===== config.mk =====
export PLATFORM = sky130hd
export DESIGN_NAME = dual_threshold_thermal_alarm_core
export DESIGN_NICKNAME = d
export VERILOG_FILES = /design/src/rtl/dtta_pkg.sv /design/src/rtl/dual_threshold_thermal_alarm_core.sv
export SDC_FILE = /design/constraint.sdc
export NUM_CORES = 1
export LEC_CHECK = 0
export BUFFER_PORTS_ARGS = -buffer_cell sky130_fd_sc_hd__buf_2
export CAP_MARGIN = 10
export CORE_UTILIZATION = 30
export CTS_CLUSTER_SIZE = 24
export DETAILED_ROUTE_END_ITERATION = 10
export HOLD_SLACK_MARGIN = 0.08
export PLACE_DENSITY = 0.55
export REMOVE_ABC_BUFFERS = 1
export SYNTH_ARGS = -nofsm -noshare
export SYNTH_HDL_FRONTEND = slang
export SYNTH_SLANG_ARGS = --single-unit

===== constraint.sdc =====
create_clock -name clock -period 8.8 [get_ports clock]
set_input_delay 0.88 -clock clock [delete_from_list [all_inputs] [get_ports clock]]
set_output_delay 0.88 -clock clock [all_outputs]
set_load 0.03 [all_outputs]

===== src/rtl/dtta_pkg.sv =====
`default_nettype none
package dtta_pkg;

   localparam int TEMP_BITS     = 12;
   localparam int TIME_BITS     = 32;
   localparam int NOW_BITS      = 32;
   localparam int DWELL_BITS    = 32;
   localparam int CMP_BITS      = (TIME_BITS > DWELL_BITS) ? TIME_BITS : DWELL_BITS;
   localparam int CSR_ADDR_BITS = 4;
   localparam int CSR_DATA_BITS = 32;

   localparam logic [TEMP_BITS-1:0]  PRE_THR_RESET   = TEMP_BITS'(400);
   localparam logic [TEMP_BITS-1:0]  ALM_THR_RESET   = TEMP_BITS'(560);
   localparam logic [DWELL_BITS-1:0] PRE_DWELL_RESET = DWELL_BITS'(5000);
   localparam logic [DWELL_BITS-1:0] ALM_DWELL_RESET = DWELL_BITS'(5000);

   typedef enum logic [1:0] {
      MODE_NORMAL = 2'd0,
      MODE_PRE    = 2'd1,
      MODE_ALARM  = 2'd2
   } mode_type;

   typedef enum logic [2:0] {
      EV_NONE   = 3'd0,
      EV_PRE    = 3'd1,
      EV_ALARM  = 3'd2,
      EV_NORMAL = 3'd3,
      EV_BUTTON = 3'd4
   } event_type;

   typedef enum logic [1:0] {
      REG_PRE_THR   = 2'd0,
      REG_ALM_THR   = 2'd1,
      REG_PRE_DWELL = 2'd2,
      REG_ALM_DWELL = 2'd3
   } reg_idx_type;

   localparam logic KIND_SAMPLE = 1'b0;
   localparam logic KIND_BUTTON = 1'b1;

   typedef struct packed {
      logic                        kind;
      logic signed [TEMP_BITS-1:0] temperature;
      logic [NOW_BITS-1:0]         now_ms;
   } req_type;

   typedef struct packed {
      mode_type                    mode;
      event_type                   event_res;
      logic                        alarm_light;
      logic                        close_door;
      logic                        reset_enabled;
      logic signed [TEMP_BITS-1:0] temperature_report;
   } rsp_type;

endpackage
`default_nettype wire


===== src/rtl/dual_threshold_thermal_alarm_core.sv =====
// Dual-threshold thermal alarm core.
// Items on the req_ channel are temperature samples (kind 0) with a
// millisecond time stamp, or reset-button presses (kind 1). Each item
// gives exactly one item on the rsp_ channel: mode, event code, lamp,
// door-close pulse, button-armed flag and the echoed sample.
// Thresholds and dwell times sit on the APB-style port; the user writes
// them only while the core is idle, which the core does not enforce.
// Reads return the stored values. An accepted item sits in the input
// register, and the mode and timer update loads the result register
// once the output is free, where rsp_valid rises. Throughput is one
// item per cycle unless stalled; the single mode/timer update step bounds it.
// Reset clears both stages, puts the mode in normal, stops both dwell
// timers and loads the register defaults.
// When rsp_stall is high the result register holds; the input register
// still takes one more item, then req_stall rises until the result moves.
`default_nettype none
module dual_threshold_thermal_alarm_core (
   input  logic                                 clock,
   input  logic                                 reset,
   input  logic                                 req_valid,
   output logic                                 req_stall,
   input  dtta_pkg::req_type                    req_data,
   output logic                                 rsp_valid,
   input  logic                                 rsp_stall,
   output dtta_pkg::rsp_type                    rsp_data,
   input  logic                                 psel,
   input  logic                                 penable,
   input  logic                                 pwrite,
   input  logic [dtta_pkg::CSR_ADDR_BITS-1:0]   paddr,
   input  logic [dtta_pkg::CSR_DATA_BITS-1:0]   pwdata,
   output logic [dtta_pkg::CSR_DATA_BITS-1:0]   prdata,
   output logic                                 pready
);
   import dtta_pkg::*;

   logic [TEMP_BITS-1:0]  pre_thr_ff, alm_thr_ff;
   logic [DWELL_BITS-1:0] pre_dwell_ff, alm_dwell_ff;

   logic                  in_valid_ff, in_valid_in;
   req_type               in_item_ff;
   logic                  rsp_valid_ff, rsp_valid_in;
   rsp_type               rsp_data_ff, rsp_data_in;

   mode_type              mode_ff, mode_in;
   logic                  pre_run_ff, pre_run_in, alm_run_ff, alm_run_in;
   logic [TIME_BITS-1:0]  pre_start_ff, pre_start_in, alm_start_ff, alm_start_in;

   logic                  out_free, advance, req_take, csr_write;
   reg_idx_type           csr_idx;

   logic                  is_sample, pre_above, alm_above;
   logic                  pre_run_tr, alm_run_tr, pre_hit, alm_hit;
   logic [TIME_BITS-1:0]  now_t, pre_start_tr, alm_start_tr, pre_elapsed, alm_elapsed;
   event_type             ev;
   logic                  door;

   // handshake
   assign out_free  = !rsp_valid_ff || !rsp_stall;
   assign advance   = in_valid_ff && out_free;
   assign req_stall = in_valid_ff && !out_free;
   assign req_take  = req_valid && !req_stall;
   assign rsp_valid = rsp_valid_ff;
   assign rsp_data  = rsp_data_ff;

   always_comb begin
      in_valid_in = in_valid_ff;
      if (req_take) begin
         in_valid_in = 1'b1;
      end else if (advance) begin
         in_valid_in = 1'b0;
      end
      rsp_valid_in = rsp_valid_ff;
      if (advance) begin
         rsp_valid_in = 1'b1;
      end else if (!rsp_stall) begin
         rsp_valid_in = 1'b0;
      end
   end

   // configuration port
   assign pready    = 1'b1;
   assign csr_idx   = reg_idx_type'(paddr[CSR_ADDR_BITS-1:2]);
   assign csr_write = psel && penable && pwrite && pready;

   always_comb begin
      case (csr_idx)
         REG_PRE_THR:   prdata = CSR_DATA_BITS'(pre_thr_ff);
         REG_ALM_THR:   prdata = CSR_DATA_BITS'(alm_thr_ff);
         REG_PRE_DWELL: prdata = CSR_DATA_BITS'(pre_dwell_ff);
         REG_ALM_DWELL: prdata = CSR_DATA_BITS'(alm_dwell_ff);
         default:       prdata = '0;
      endcase
   end

   // timer tracking
   assign is_sample = (in_item_ff.kind == KIND_SAMPLE);
   assign now_t     = TIME_BITS'(in_item_ff.now_ms);
   assign pre_above = in_item_ff.temperature >= $signed(pre_thr_ff);
   assign alm_above = in_item_ff.temperature >= $signed(alm_thr_ff);

   assign pre_run_tr   = pre_above;
   assign alm_run_tr   = alm_above;
   assign pre_start_tr = !pre_above ? '0 : (pre_run_ff ? pre_start_ff : now_t);
   assign alm_start_tr = !alm_above ? '0 : (alm_run_ff ? alm_start_ff : now_t);
   assign pre_elapsed  = now_t - pre_start_tr;
   assign alm_elapsed  = now_t - alm_start_tr;
   assign pre_hit = pre_run_tr && (CMP_BITS'(pre_elapsed) >= CMP_BITS'(pre_dwell_ff));
   assign alm_hit = alm_run_tr && (CMP_BITS'(alm_elapsed) >= CMP_BITS'(alm_dwell_ff));

   // next state
   always_comb begin
      mode_in      = mode_ff;
      pre_run_in   = pre_run_ff;
      pre_start_in = pre_start_ff;
      alm_run_in   = alm_run_ff;
      alm_start_in = alm_start_ff;
      ev           = EV_NONE;
      door         = 1'b0;
      if (is_sample) begin
         pre_run_in   = pre_run_tr;
         pre_start_in = pre_start_tr;
         alm_run_in   = alm_run_tr;
         alm_start_in = alm_start_tr;
         case (mode_ff)
            MODE_NORMAL: begin
               if (alm_hit) begin
                  mode_in = MODE_ALARM;
                  ev      = EV_ALARM;
                  door    = 1'b1;
               end else if (pre_hit) begin
                  mode_in = MODE_PRE;
                  ev      = EV_PRE;
               end
            end
            MODE_PRE: begin
               if (alm_hit) begin
                  mode_in = MODE_ALARM;
                  ev      = EV_ALARM;
                  door    = 1'b1;
               end else if (!pre_above) begin
                  mode_in = MODE_NORMAL;
                  ev      = EV_NORMAL;
               end
            end
            default: ;
         endcase
      end else if (mode_ff == MODE_ALARM) begin
         mode_in      = MODE_NORMAL;
         pre_run_in   = 1'b0;
         pre_start_in = '0;
         alm_run_in   = 1'b0;
         alm_start_in = '0;
         ev           = EV_BUTTON;
      end
   end

   // outputs
   always_comb begin
      rsp_data_in.mode               = mode_in;
      rsp_data_in.event_res          = ev;
      rsp_data_in.alarm_light        = (mode_in == MODE_ALARM);
      rsp_data_in.close_door         = door;
      rsp_data_in.reset_enabled      = (mode_in == MODE_ALARM);
      rsp_data_in.temperature_report = is_sample ? in_item_ff.temperature : '0;
   end

   always_ff @(posedge clock) begin
      if (reset) begin
         in_valid_ff  <= 1'b0;
         rsp_valid_ff <= 1'b0;
         mode_ff      <= MODE_NORMAL;
         pre_run_ff   <= 1'b0;
         pre_start_ff <= '0;
         alm_run_ff   <= 1'b0;
         alm_start_ff <= '0;
         pre_thr_ff   <= PRE_THR_RESET;
         alm_thr_ff   <= ALM_THR_RESET;
         pre_dwell_ff <= PRE_DWELL_RESET;
         alm_dwell_ff <= ALM_DWELL_RESET;
      end else begin
         in_valid_ff  <= in_valid_in;
         rsp_valid_ff <= rsp_valid_in;
         if (advance) begin
            mode_ff      <= mode_in;
            pre_run_ff   <= pre_run_in;
            pre_start_ff <= pre_start_in;
            alm_run_ff   <= alm_run_in;
            alm_start_ff <= alm_start_in;
         end
         if (csr_write) begin
            case (csr_idx)
               REG_PRE_THR:   pre_thr_ff   <= pwdata[TEMP_BITS-1:0];
               REG_ALM_THR:   alm_thr_ff   <= pwdata[TEMP_BITS-1:0];
               REG_PRE_DWELL: pre_dwell_ff <= pwdata[DWELL_BITS-1:0];
               REG_ALM_DWELL: alm_dwell_ff <= pwdata[DWELL_BITS-1:0];
               default: ;
            endcase
         end
      end
   end

   always_ff @(posedge clock) begin
      if (req_take) begin
         in_item_ff <= req_data;
      end
      if (advance) begin
         rsp_data_ff <= rsp_data_in;
      end
   end

endmodule
`default_nettype wire


==> results by group <==
Yosys
  • Number of synthesized flops with an enable pin: 64
  • Most area-consuming cells after synthesis: dfxtp_1 22%, edfxtp_1 13%, ha_1 13%
  • FFs w/ async S/R, synth: 0%
  • Post-Syn Area: 14200 um2
  • Top-count cell post-synth: nand2_1
  • Register area share after synthesis: 35.7%
  • Yosys warns: 0
  • Count of different cell masters after synthesis: 76
  • Top FF cell, synth: dfxtp_1
  • Synth cell count leaders: 269 x nand2_1, 158 x a21oi_1, 158 x dfxtp_1
  • Flop and latch count out of synthesis: about 220
  • Share of the synthesized area in the top cell type: about 22%
  • Leading area contributor after synthesis: dfxtp_1
  • Avg Inst Size Synth: between 8 and 9 um2
  • Cells after Synth: around 1600

Global routing
  • GR Overflow Total: 0
  • GR Util met2: 28.0%
  • M1 GR Usage: a little under a quarter
  • Largest net degree at the start of global routing: 46
  • Vias in the first global route: 11500
  • Met3 usage: 3.16%
  • Total GRT Usage: 17.2%
  • GRT Max-Usage Layer: met2
  • Initial antenna violation count: 1
  • Global-route wire length before repair: 64800 um

Routing
  • Wire length per cell: 18.0 um
  • Post-route ant nets: 0
  • Vias per inst: 5.06
  • DR iter-0 viols: 785
  • Post-route DRC violation count: 28
  • Post-Route WL: roughly 42000 um
  • Drt first pass iters: 7
  • Via Count: 11800

Die
  • Rows: 79
  • Die X: 220 um
  • Die H: 220 um
  • IO Pins: 143
  • Die Area: 48400 um2
  • Core box area: around 47000 um2
  • Initial Util: 30.5%

Clocking
  • CTS Hold Bufs: 0
  • H-tree Lvls: 1
  • CTS Buffer Depth: 3
  • Cts repair resizes: 0
  • Clk slew on worst S/H paths: 0.06 ns
  • CTS tree: done
  • Clk Tree Root Cell: clkbuf_16
  • Setup repair bufs after CTS: 0
  • Worst-skew pair later-pin latency: ~0.58 ns
  • Clock Sinks: 222
  • Num CTS Buffers: 28

Status
  • Failing checks: DRC
  • Status: finished, violations left

Timing
  • Max-slew violation total from the final report: 0
  • Setup WS post-layout: 1.39 ns
  • Setup TNS: 0 ns
  • Clock period minus worst slack: 7.41 ns
  • Rel. slew slack: 39.5%
  • F_max: 135 MHz
  • Fin crit share: 84.2%
  • # setup viols final: 0
  • RSZ-0062 raised after global routing: false
  • Clock skew: just under 0.03 ns
  • Fin. Hold Viols: 0
  • Worst slew pin tran: 0.908 ns

Setup path
  • CP max stage delay: 0.55 ns
  • CP endpoint kind: flop
  • Critical Path Source Type: flop
  • Crit path max fanout: 34
  • Crit Path Category: reg2reg
  • Slowest cell on crit path: mux2_4
  • Arrival time at the worst endpoint: ~7.7 ns
  • Required @ worst endpoint: 9.13 ns

Power
  • Peak VDD IR: 0.135 mV
  • Leak: 6.71 nW
  • PwrDens: 189 nW/um2

Hold path
  • Min-Delay Path Class: reg2reg

Placed design
  • Post-DP HPWL: 30400 um
  • IO buf count: 139
  • Global placement routability congestion: between 0.8 and 0.9
  • Pre-CTS setup slack: 1.39 ns
  • Placed cell count: 2283
  • Area after DPL: 15600 um2

Cells and area
  • Share of layout cells above drive strength 1: 17.0%
  • Net count, final: 1947
  • Post-Layout Cell Count: 2336
  • Final core utilization: around 35%
  • Area grow syn2layout: 16.1%
  • Final Instance Area: 16500 um2

Run
  • Max Cap Viol: 0
## through the flow
step                      total power, mW  hold slack, ns
after CTS                            3.16           0.445
after floorplan                      1.72           0.437
final                                3.13           0.466
after detailed placement             1.96           0.449
after global placement               1.94           0.450
after global routing                 3.30           0.461
## critical path, delay by kind of cell, from the launching register on
family / cells / cell delay, ns
xor+xnor: 1 / 0.17
mux: 1 / 0.55
buf+inv: 3 / 0.28
fa+ha+maj: 4 / 1.19
simple gates: 6 / 0.83
compound gates: 16 / 3.77
flops: 1 / 0.36
## logic make-up after synthesis
logic type | count (synthesis) | synth area share, %
XOR/XNOR | 53 | 3.26
flip-flops | 222 | 35.7
adder cells (fa/ha/maj) | 153 | 13.5
buffers and inverters | 180 | 4.86
other | 1 | 0.0263
AND/OR/NAND/NOR | 463 | 14.6
multiplexers | 97 | 8.43
AO/OA/AOI/OAI | 420 | 19.6
## state kept, by name, summed over array words and instances (netlist names)
name          count
alm_dwell_ff     32
alm_start_ff     32
now_t            32
pre_dwell_ff     32
pre_start_ff     32
rsp_data         19
in_item_ff       13
alm_thr_ff       12
pre_thr_ff       12
mode_ff           2
alm_run_ff        1
in_valid_ff       1
pre_run_ff        1
rsp_valid         1
## cell usage in the layout (no fill, tap or decap), types with 7 or more instances in the layout
cell type  synthesis  layout
nand3_1           22      21
buf_2              7     139
xnor2_1           42      42
o21ai_1           10       9
mux2_2            60      60
o211ai_1          18      18
a21o_1            51      51
o21a_1            16      16
clkbuf_1          48       8
mux4_2            12      12
a211oi_1          11      11
nand2_1          269     269
nor2_1            54      54
dfxtp_1          158     158
nor2b_1           47      46
a21oi_1          158     157
mux2i_1           24      24
xor2_1            11      11
clkbuf_16          0      28
o21bai_1           9       9
and3_1            12      12
a22o_1            64      64
a31oi_1            7       7
buf_4              2      17
ha_1             151     151
inv_1            109     109
nand4_1           21      21
o21ai_0           39      39
edfxtp_1          64      64
nor3_1             9       8
nand2b_1          10      10
## where the power goes
part	leakage (nW)	total (mW)	switching, mW	internal [mW]
sequential	1.90	1.12	0.0342	1.09
clock	0.463	1.19	0.474	0.717
combinational	4.35	0.815	0.465	0.349
## cell type report
cell class | instances | area, um2
Clock buffer | 41 | 800
Sequential cell | 222 | 5080
Timing Repair Buffer | 156 | 823
Inverter | 111 | 417
Multi-Input combinational cell | 1187 | 8500
Tap cell | 607 | 759
Antenna cell | 1 | 2.50
Fill cell | 4763 | 30100
Clock inverter | 11 | 148
## final timing paths
kind	start	to	slack, ns	depth (start not counted)
max	alm_thr_ff[5]	rsp_data[16]	1.39	31
min	pre_start_ff[14]	pre_start_ff[14]	0.47	1
max reg2reg	alm_thr_ff[5]	rsp_data[16]	1.39	31
min reg2reg	pre_start_ff[14]	pre_start_ff[14]	0.47	1
## metal layers
metal  routed length [um]  part of all wire (%)
met5                   13                 0.031
met4                 1010                   2.4
met3                 2270                   5.4
met2                18900                    45
met1                19800                    47
Power figures use the tool's default switching activity.
